$ cat src/rtl/assert_macros.svh
// Assertion macros shared by the culler RTL.
`ifndef ASSERT_MACROS_SVH
`define ASSERT_MACROS_SVH

// Clocked assertion, disabled while the async reset is asserted.
`define VVFC_ASSERT(lbl, clk, rst_n, prop, msg) \
	lbl: assert property (@(posedge clk) disable iff (!rst_n) prop) else $error(msg);

// Clocked assertion that is also checked during reset.
`define VVFC_ASSERT_ALWAYS(lbl, clk, prop, msg) \
	lbl: assert property (@(posedge clk) prop) else $error(msg);

`endif

$ cat src/rtl/vvfc_pkg.sv
// Package for the voxel visible-face culler: constants, request codes, face unit command.
package vvfc_pkg;

	localparam int CHUNK_WIDTH_DEF  = 16;
	localparam int CHUNK_HEIGHT_DEF = 256;

	localparam int VERTS_PER_FACE = 4;
	localparam int FIRST_VERTEX_W = 21;
	localparam int FACE_MASK_W    = 6;
	localparam int FACE_COUNT_W   = 3;
	localparam int POS_XY_W       = 4;
	localparam int POS_Z_W        = 8;
	localparam int COL_HEIGHT_W   = 9;
	// Column coordinate with room for a chunk of 64 columns plus one step outside.
	localparam int CRD_W          = 7;

	localparam logic [1:0] REQ_LOAD    = 2'd0;
	localparam logic [1:0] REQ_QUERY   = 2'd1;
	localparam logic [1:0] REQ_RESTART = 2'd2;

	// Side face positions inside the mask.
	localparam logic [1:0] SIDE_FWD   = 2'd0;
	localparam logic [1:0] SIDE_RIGHT = 2'd1;
	localparam logic [1:0] SIDE_BACK  = 2'd2;
	localparam logic [1:0] SIDE_LEFT  = 2'd3;

	typedef struct packed {
		logic       clr;      // start a new voxel
		logic       vld;      // height word present on the memory read port
		logic       own;      // word is the queried column itself
		logic [1:0] side;     // side face that the word decides
		logic       outside;  // neighbor column lies outside the chunk
	} vvfc_fu_cmd_t;

endpackage

$ cat src/rtl/vvfc_height_mem.sv
// Column height memory: one write port, one registered read port.
module vvfc_height_mem import vvfc_pkg::*; #(
	parameter int DEPTH = CHUNK_WIDTH_DEF * CHUNK_WIDTH_DEF,
	parameter int AW    = $clog2(CHUNK_WIDTH_DEF * CHUNK_WIDTH_DEF),
	parameter int DW    = $clog2(CHUNK_HEIGHT_DEF + 1)
) (
	input  logic          clk,
	input  logic          we,
	input  logic [AW-1:0] waddr,
	input  logic [DW-1:0] wdata,
	input  logic          re,
	input  logic [AW-1:0] raddr,
	output logic [DW-1:0] rdata
);

	logic [DW-1:0] mem [DEPTH];
	logic [DW-1:0] rdata_q;

	always_ff @(posedge clk) begin
		if (we) begin
			mem[waddr] <= wdata;
		end
	end

	always_ff @(posedge clk) begin
		if (re) begin
			rdata_q <= mem[raddr];
		end
	end

	assign rdata = rdata_q;

endmodule

$ cat src/rtl/vvfc_face_unit.sv
// Shared height compare unit that builds the face mask one column word at a time.
module vvfc_face_unit import vvfc_pkg::*; #(
	parameter int HW = $clog2(CHUNK_HEIGHT_DEF + 1)
) (
	input  logic                    clk,
	input  logic                    arst_n,
	input  vvfc_fu_cmd_t            cmd,
	input  logic [POS_Z_W-1:0]      z,
	input  logic [HW-1:0]           h,
	output logic [FACE_MASK_W-1:0]  mask,
	output logic [FACE_COUNT_W-1:0] count
);

	localparam int CMPW = ((HW > POS_Z_W) ? HW : POS_Z_W) + 1;

	logic            solid_q;
	logic            up_q;
	logic            down_q;
	logic [3:0]      side_q;
	logic [CMPW-1:0] z_ext;
	logic [CMPW-1:0] h_ext;
	logic            z_ge_h;
	logic            z_top;

	assign z_ext  = CMPW'(z);
	assign h_ext  = CMPW'(h);
	// The one compare shared by every step.
	assign z_ge_h = z_ext >= h_ext;
	// Solid voxel with air (or the chunk ceiling) right above it.
	assign z_top  = (z_ext + CMPW'(1)) == h_ext;

	always_ff @(posedge clk or negedge arst_n) begin
		if (!arst_n) begin
			solid_q <= 1'b0;
			up_q    <= 1'b0;
			down_q  <= 1'b0;
			side_q  <= '0;
		end else if (cmd.clr) begin
			solid_q <= 1'b0;
			up_q    <= 1'b0;
			down_q  <= 1'b0;
			side_q  <= '0;
		end else if (cmd.vld) begin
			if (cmd.own) begin
				solid_q <= !z_ge_h;
				up_q    <= z_top;
				down_q  <= (z == '0);
			end else begin
				side_q[cmd.side] <= cmd.outside || z_ge_h;
			end
		end
	end

	always_comb begin
		mask  = solid_q ? {down_q, up_q, side_q} : '0;
		count = '0;
		for (int i = 0; i < FACE_MASK_W; i++) begin
			count = count + FACE_COUNT_W'(mask[i]);
		end
	end

endmodule

$ cat src/rtl/voxel_visible_face_culler.sv
// Voxel visible-face culler: request decode, read sequencer, vertex counter, result register.
//
// Requests arrive on req_valid/req_ready with fields req_type, pos_x, pos_y,
// pos_z and column_height. A load stores a column height (saturated to the
// chunk height, dropped outside the chunk) and a restart clears the vertex
// counter; both are done on acceptance and return nothing. A query returns one
// transaction on rsp_valid/rsp_ready with face_mask, face_count and
// first_vertex, then advances the vertex counter by four per visible face.
// A query reads its own column and then each in-chunk neighbor from the one
// height memory read port; from acceptance it passes through the read steps,
// a drain step and a step that loads the result register. Queries outside the
// chunk skip the reads and go straight to the drain and result steps.
// req_ready is low while a query is in flight; a finished result waits in the
// output register, and a stalled receiver holds the next query in its final
// cycle until that register frees. Reset clears the sequencer, the counter
// and the result valid; column heights are undefined until loaded.
module voxel_visible_face_culler import vvfc_pkg::*; #(
	parameter int CHUNK_WIDTH  = CHUNK_WIDTH_DEF,
	parameter int CHUNK_HEIGHT = CHUNK_HEIGHT_DEF
) (
	input  logic                      clk,
	input  logic                      arst_n,
	input  logic                      req_valid,
	output logic                      req_ready,
	input  logic [1:0]                req_type,
	input  logic [POS_XY_W-1:0]       pos_x,
	input  logic [POS_XY_W-1:0]       pos_y,
	input  logic [POS_Z_W-1:0]        pos_z,
	input  logic [COL_HEIGHT_W-1:0]   column_height,
	output logic                      rsp_valid,
	input  logic                      rsp_ready,
	output logic [FACE_MASK_W-1:0]    face_mask,
	output logic [FACE_COUNT_W-1:0]   face_count,
	output logic [FIRST_VERTEX_W-1:0] first_vertex
);

`include "assert_macros.svh"

	localparam int DEPTH = CHUNK_WIDTH * CHUNK_WIDTH;
	localparam int AW    = $clog2(DEPTH);
	localparam int HW    = $clog2(CHUNK_HEIGHT + 1);
	localparam int SW    = (HW > COL_HEIGHT_W) ? HW : COL_HEIGHT_W;

	localparam logic [CRD_W-1:0] CW_C = CRD_W'(CHUNK_WIDTH);
	localparam logic [SW-1:0]    CH_C = SW'(CHUNK_HEIGHT);

	localparam logic [1:0] ST_IDLE  = 2'd0;
	localparam logic [1:0] ST_READ  = 2'd1;
	localparam logic [1:0] ST_DRAIN = 2'd2;
	localparam logic [1:0] ST_DONE  = 2'd3;

	localparam logic [2:0] STEP_LAST = 3'd4;

	logic [1:0]                state_q;
	logic [2:0]                step_q;
	logic [CRD_W-1:0]          x_q;
	logic [CRD_W-1:0]          y_q;
	logic [POS_Z_W-1:0]        z_q;
	logic [FIRST_VERTEX_W-1:0] vcnt_q;

	logic                      rsp_valid_q;
	logic [FACE_MASK_W-1:0]    face_mask_q;
	logic [FACE_COUNT_W-1:0]   face_count_q;
	logic [FIRST_VERTEX_W-1:0] first_vertex_q;

	vvfc_fu_cmd_t              cmd_s1;

	logic                      accept;
	logic                      rsp_free;
	logic                      in_chunk_xy;
	logic                      in_chunk_z;
	logic [CRD_W-1:0]          pos_x_ext;
	logic [CRD_W-1:0]          pos_y_ext;
	logic [15:0]               waddr_w;
	logic [SW-1:0]             hin_ext;
	logic [SW-1:0]             hin_sat;
	logic                      mem_we;

	logic [CRD_W-1:0]          nx;
	logic [CRD_W-1:0]          ny;
	logic                      nb_out;
	logic                      nb_own;
	logic [1:0]                nb_side;
	logic [15:0]               raddr_w;
	logic                      mem_re;
	logic [HW-1:0]             mem_rdata;

	logic [FACE_MASK_W-1:0]    fu_mask;
	logic [FACE_COUNT_W-1:0]   fu_count;

	assign req_ready = (state_q == ST_IDLE);
	assign accept    = req_valid && req_ready;
	assign rsp_free  = !rsp_valid_q || rsp_ready;

	assign pos_x_ext   = CRD_W'(pos_x);
	assign pos_y_ext   = CRD_W'(pos_y);
	assign in_chunk_xy = (pos_x_ext < CW_C) && (pos_y_ext < CW_C);
	assign in_chunk_z  = SW'(pos_z) < CH_C;

	// Load path: saturate the height and write straight into the memory.
	assign hin_ext = SW'(column_height);
	assign hin_sat = (hin_ext > CH_C) ? CH_C : hin_ext;
	assign waddr_w = 16'(pos_x_ext) + 16'(pos_y_ext) * 16'(CHUNK_WIDTH);
	assign mem_we  = accept && (req_type == REQ_LOAD) && in_chunk_xy;

	// Pick the column for this read step: own column, then the four sides.
	always_comb begin
		nx      = x_q;
		ny      = y_q;
		nb_out  = 1'b0;
		nb_own  = 1'b0;
		nb_side = SIDE_FWD;
		unique case (step_q)
			3'd0: begin
				nb_own = 1'b1;
			end
			3'd1: begin
				nx      = x_q + CRD_W'(1);
				nb_out  = (x_q + CRD_W'(1)) >= CW_C;
				nb_side = SIDE_FWD;
			end
			3'd2: begin
				ny      = y_q + CRD_W'(1);
				nb_out  = (y_q + CRD_W'(1)) >= CW_C;
				nb_side = SIDE_RIGHT;
			end
			3'd3: begin
				nx      = x_q - CRD_W'(1);
				nb_out  = (x_q == '0);
				nb_side = SIDE_BACK;
			end
			3'd4: begin
				ny      = y_q - CRD_W'(1);
				nb_out  = (y_q == '0);
				nb_side = SIDE_LEFT;
			end
			default: begin
				nb_own = 1'b1;
			end
		endcase
	end

	assign raddr_w = 16'(nx) + 16'(ny) * 16'(CHUNK_WIDTH);
	// Skip the read for a neighbor outside the chunk; its face is open anyway.
	assign mem_re  = (state_q == ST_READ) && !nb_out;

	vvfc_height_mem #(
		.DEPTH (DEPTH),
		.AW    (AW),
		.DW    (HW)
	) u_mem (
		.clk   (clk),
		.we    (mem_we),
		.waddr (waddr_w[AW-1:0]),
		.wdata (hin_sat[HW-1:0]),
		.re    (mem_re),
		.raddr (raddr_w[AW-1:0]),
		.rdata (mem_rdata)
	);

	// Command rides alongside the registered read data.
	always_ff @(posedge clk or negedge arst_n) begin
		if (!arst_n) begin
			cmd_s1 <= '0;
		end else begin
			cmd_s1.clr     <= accept && (req_type == REQ_QUERY);
			cmd_s1.vld     <= (state_q == ST_READ);
			cmd_s1.own     <= nb_own;
			cmd_s1.side    <= nb_side;
			cmd_s1.outside <= nb_out;
		end
	end

	vvfc_face_unit #(
		.HW (HW)
	) u_face (
		.clk    (clk),
		.arst_n (arst_n),
		.cmd    (cmd_s1),
		.z      (z_q),
		.h      (mem_rdata),
		.mask   (fu_mask),
		.count  (fu_count)
	);

	// Sequencer and vertex counter.
	always_ff @(posedge clk or negedge arst_n) begin
		if (!arst_n) begin
			state_q <= ST_IDLE;
			step_q  <= '0;
			vcnt_q  <= '0;
		end else begin
			unique case (state_q)
				ST_IDLE: begin
					step_q <= '0;
					if (accept) begin
						unique case (req_type)
							REQ_QUERY: begin
								// Out-of-chunk voxel counts as air: skip the reads.
								state_q <= (in_chunk_xy && in_chunk_z) ? ST_READ : ST_DRAIN;
							end
							REQ_RESTART: begin
								vcnt_q <= '0;
							end
							default: begin
								state_q <= ST_IDLE;
							end
						endcase
					end
				end
				ST_READ: begin
					if (step_q == STEP_LAST) begin
						state_q <= ST_DRAIN;
					end else begin
						step_q <= step_q + 3'd1;
					end
				end
				ST_DRAIN: begin
					state_q <= ST_DONE;
				end
				ST_DONE: begin
					// Hold until the result register frees, then advance the counter.
					if (rsp_free) begin
						vcnt_q  <= vcnt_q
							+ FIRST_VERTEX_W'(fu_count) * FIRST_VERTEX_W'(VERTS_PER_FACE);
						state_q <= ST_IDLE;
					end
				end
				default: begin
					state_q <= ST_IDLE;
				end
			endcase
		end
	end

	// Latch the query coordinates.
	always_ff @(posedge clk) begin
		if (accept) begin
			x_q <= pos_x_ext;
			y_q <= pos_y_ext;
			z_q <= pos_z;
		end
	end

	// Result register.
	always_ff @(posedge clk or negedge arst_n) begin
		if (!arst_n) begin
			rsp_valid_q <= 1'b0;
		end else if (state_q == ST_DONE && rsp_free) begin
			rsp_valid_q <= 1'b1;
		end else if (rsp_ready) begin
			rsp_valid_q <= 1'b0;
		end
	end

	always_ff @(posedge clk) begin
		if (state_q == ST_DONE && rsp_free) begin
			face_mask_q    <= fu_mask;
			face_count_q   <= fu_count;
			first_vertex_q <= vcnt_q;
		end
	end

	assign rsp_valid    = rsp_valid_q;
	assign face_mask    = face_mask_q;
	assign face_count   = face_count_q;
	assign first_vertex = first_vertex_q;

	`VVFC_ASSERT(a_count_matches_mask, clk, arst_n, rsp_valid |-> face_count == FACE_COUNT_W'($countones(face_mask)), "face_count disagrees with face_mask")
	`VVFC_ASSERT(a_first_vertex_pre, clk, arst_n, (state_q == ST_DONE && rsp_free) |=> first_vertex == $past(vcnt_q), "first_vertex is not the counter before the query")
	`VVFC_ASSERT(a_step_bound, clk, arst_n, (state_q == ST_READ) |-> step_q <= STEP_LAST, "read step past the last neighbor")
	`VVFC_ASSERT(a_read_cmd_origin, clk, arst_n, cmd_s1.vld |-> $past(state_q) == ST_READ, "height word tagged valid outside the read phase")

endmodule

$ cat config.mk
export PLATFORM = sky130hd
export DESIGN_NAME = voxel_visible_face_culler
export DESIGN_NICKNAME = d
export VERILOG_FILES = /design/src/rtl/vvfc_pkg.sv /design/src/rtl/vvfc_height_mem.sv /design/src/rtl/vvfc_face_unit.sv /design/src/rtl/voxel_visible_face_culler.sv
export VERILOG_INCLUDE_DIRS = /design/src /design/src/rtl
export SDC_FILE = /design/constraint.sdc
export NUM_CORES = 2
export LEC_CHECK = 0
export ABC_AREA = 1
export BUFFER_PORTS_ARGS = -buffer_cell sky130_fd_sc_hd__buf_2
export CAP_MARGIN = 30
export CORE_ASPECT_RATIO = 0.75
export CORE_MARGIN = 2
export CORE_UTILIZATION = 25
export DETAILED_ROUTE_END_ITERATION = 8
export SLEW_MARGIN = 10
export SYNTH_ARGS = -nofsm -noshare
export SYNTH_HDL_FRONTEND = slang
export SYNTH_SLANG_ARGS = --single-unit
$ cat constraint.sdc
create_clock -name clk -period 5.7 [get_ports clk]
set_clock_uncertainty 0.1 [all_clocks]
set_input_delay 0.57 -clock clk [delete_from_list [all_inputs] [get_ports clk]]
set_output_delay 0.57 -clock clk [all_outputs]
set_load 0.05 [all_outputs]
==> results.ini <==
[placed_design]
detailedPlacementHpwl_mm=174
port-buffer-count=60
placed_cells=15300
gp_congestion=0.839
placement.setup.worst_slack_ns=1.34

[hold_path]
hold_class=primary input to flop
hold_path_depth=3
hold-path-endpoint=u_mem.mem[117][4]$_DFFE_PP_
hold_path.startpoint=column_height[4]

[routing]
first_pass_iters=6
route.final.wire_length_mm=295
detail_route.vias_per_cell=4.48
detailedRoute.firstIterationViolations=9115
ant_nets=0
wire_per_inst_um=18.8
post-route-drc-count=0
vias=70300

[floorplanning]
floorplan.die_area_um2=422000
placeableCoreArea_um2=415000
dieWidth_um=749
die_h_um=563
design.portCount=63
fp-row-count=205
initial_utilization_pct=25.1

[critical_path]
critPathRequiredTime_ns=6.35
timing.critical_path.to_type=flop
path_class=flop to flop
critPathSlowestCell=inv_6
rr_worst_depth=14
rr_endpoint=u_mem.rdata[7]$_DFFE_PP_
max_stage_delay_ns=0.70
worstPathBufferInverterCount=3
critical_path_cell_by_cell=ha_1 -> ha_1 -> inv_2 -> nand2_2 -> nand3_1 -> nand2_8 -> inv_6 -> buf_12 -> nand3_1 -> nand3_1 -> nand3_1 -> nand3_1 -> nand3_1 -> nand2_1
crit_fanout=74
reg2reg_slack_ns=1.28
worst-endpoint-arrival_ns=5.07
worstSetupStartpointType=flop
path_common_cell=nand3_1
worst_path_dominant_cell_family=simple AND/OR/NAND/NOR gates
r2r_start=step_q[0]$_DFFE_PN0P_

[synth]
synth_warnings=0
post-synth-top-area-fraction_pct=68.0
syn_avg_cell_area_um2=10.4
synth_largest_area_cell=edfxtp_1
ys_ff_latch=2395
syn_inst=9983
ys_async_sr_fraction_pct=1.59
synth-edff-count=2357
synth.distinct_cells=46
ys_top_cells_by_count=2,960 x nand2_1, 2,357 x edfxtp_1, 1,957 x nand3_1
synthTopCellsByArea=edfxtp_1 68%, nand2_1 11%, nand3_1 9.4%
mapped_cell_area_um2=104000
synth_most_common_cell=nand2_1
synth_sequential_area_ratio_pct=68.9
synth_top_flop_cell=edfxtp_1

[power]
power_leakage_nw=47.3
pwr_density_cell_nw_per_um2=474
vdd_ir_drop_max_mv=0.441

[sta]
timing_hold_violations_final=0
rsz0062_at_grt=false
timing.final.ws_setup_ns=1.28
timing.fmax_ghz=0.226
fin_crit_sh_pct=77.5
max_slew.worst_pin.slew_ns=1.06
timing.slew.headroom_pct=29.0
timing.final.max_slew_violations=0
min_period_ns=4.42
finalSetupViolCount=0

[cts]
cts_root_buffer=clkbuf_16
clock_tree.buffer_depth=4
cts_max_level=4
cts_buffers=217
path_clk_slew_ns=0.07
clock_insertion_delay_worst_skew_ns=0.89
clock_sinks=2395
post_cts_resized=0
tritoncts=built
cts_post_setup_buffers_inserted=0

[global_routing]
grt_use_total_pct=13.5
first_global_vias=64400
antenna_violations_before_repair=18
grt_pass1_wl_mm=433
grt_start_max_net_pins=147
overflow=0

[cells_and_area]
filler_cell_count=42700
post_route_cells_drive_above_1_share_pct=6.62
final-instance-count-excl-fill=15700
multiInputGateArea_um2=24000
flow.area_growth_from_synthesis_pct=14.0
layout.nets=10100
area.sequential_um2=71700

[flow_run]
maxCapViolations=0

[run_status]
run_status=finished, final reports clean

## sequential cells by signal (all words and copies together) (netlist names), 2 cells and up
signal         cells
cmd_s1             6
u_mem.rdata        9
first_vertex      19
state_q            2
y_q                4
face_mask          6
x_q                4
step_q             3
face_count         3
u_mem.mem       2304
u_face.side_q      4
z_q                8
vcnt_q            19
## worst register-to-register path, delay by kind of cell, from the launching register on
family	cells	cell delay [ns]
and+or+nand+nor	9	2.16
buffers and inverters	3	1.19
DFF	1	0.41
adders and majority gates	2	0.46
## kinds of logic (layout without fill, tap and decap cells)
kind of cell    Yosys count  in the layout  share of synthesized area [%]
simple gates           5261           5261                           21.4
other cells               1              7                        0.00360
fa+ha+maj                37             37                          0.481
flops                  2395           2395                           68.9
xor+xnor                 15             15                          0.126
compound gates          138            138                          0.867
buf+inv                2136           2355                           8.22
## area by class of cell
cell class                 instances  area share, %
sequential                      2395           60.4
multi-input combinational       5453           20.2
tap                             5485           5.78
inverter                        1601           5.08
clock buffer                     282           4.87
timing repair buffer             371           2.96
clock inverter                   101          0.608
antenna                            5         0.0105
## layer usage
metal | wire length [um] | share of wire (%) | GRT usage (%)
met5 | 46 | 0.016 | 0
met1 | 137000 | 46 | 20.8
met2 | 119000 | 40 | 18.7
met3 | 33000 | 11 | 3.50
met4 | 5960 | 2.0 | 2.83
## per-stage QoR
stage / utilization, % / power (mW) / TNS (ns) / instance area [um^2] / hold slack [ns]
detailed placement: 26.9 / 42.1 / 0 / 112000 / 0.344
global route: 28.6 / 59.0 / 0 / 119000 / 0.0826
CTS: 28.5 / 56.1 / 0 / 119000 / 0.0315
finish: 28.6 / 56.3 / 0 / 119000 / 0.0968
global placement: 26.9 / 42.0 / 0 / 112000 / 0.332
floorplan: - / 33.9 / -5472.01 / 104000 / 0.174
## repair_timing
item,4_1_cts,5_1_grt
hold endpoints to repair,56,0
hold buffers,20,0
setup endpoints to repair,0,0
## cells in the final DEF, fill, tap and decap left out, drive strengths merged, types with 2 or more instances in the layout
| cell type | count |
|---|---|
| nand2 | 2967 |
| edfxtp | 2357 |
| nand3 | 1958 |
| inv | 1603 |
| buf | 351 |
| nor2 | 310 |
| clkbuf | 282 |
| clkinv | 88 |
| o211ai | 65 |
| dfrtp | 38 |
| o21ai | 36 |
| ha | 32 |
| a21oi | 23 |
| dlygate4sd3 | 20 |
| nor3 | 15 |
| xor2 | 9 |
| bufinv | 8 |
| nand4 | 7 |
| xnor2 | 6 |
| diode | 5 |
| fa | 5 |
| clkinvlp | 3 |
| o21a | 2 |
| a2bb2oi | 2 |
| conb | 2 |
## power breakdown
group	leakage (nW)	switching [mW]	internal, mW
clock	3.18	6.63	7.49
combinational	22.3	16.4	5.97
sequential	21.8	0.262	19.5
total	47.3	23.3	33.0
## worst max-delay path by stage
stage / start / to / slack [ns] / depth (start not counted)
5_1_grt: u_face.solid_q$_DFFE_PN0P_ / vcnt_q[15]$_DFFE_PN0P_ / 0.98 / 19
3_5_place_dp: u_face.solid_q$_DFFE_PN0P_ / vcnt_q[17]$_DFFE_PN0P_ / 1.34 / 19
4_1_cts: u_face.solid_q$_DFFE_PN0P_ / vcnt_q[17]$_DFFE_PN0P_ / 1.32 / 19
6_report: step_q[0]$_DFFE_PN0P_ / u_mem.rdata[7]$_DFFE_PP_ / 1.28 / 14
2_1_floorplan: column_height[7] / u_mem.mem[0][0]$_DFFE_PP_ / -2.67 / 4
3_3_place_gp: u_face.solid_q$_DFFE_PN0P_ / vcnt_q[17]$_DFFE_PN0P_ / 1.01 / 19
Power figures use the tool's default switching activity.
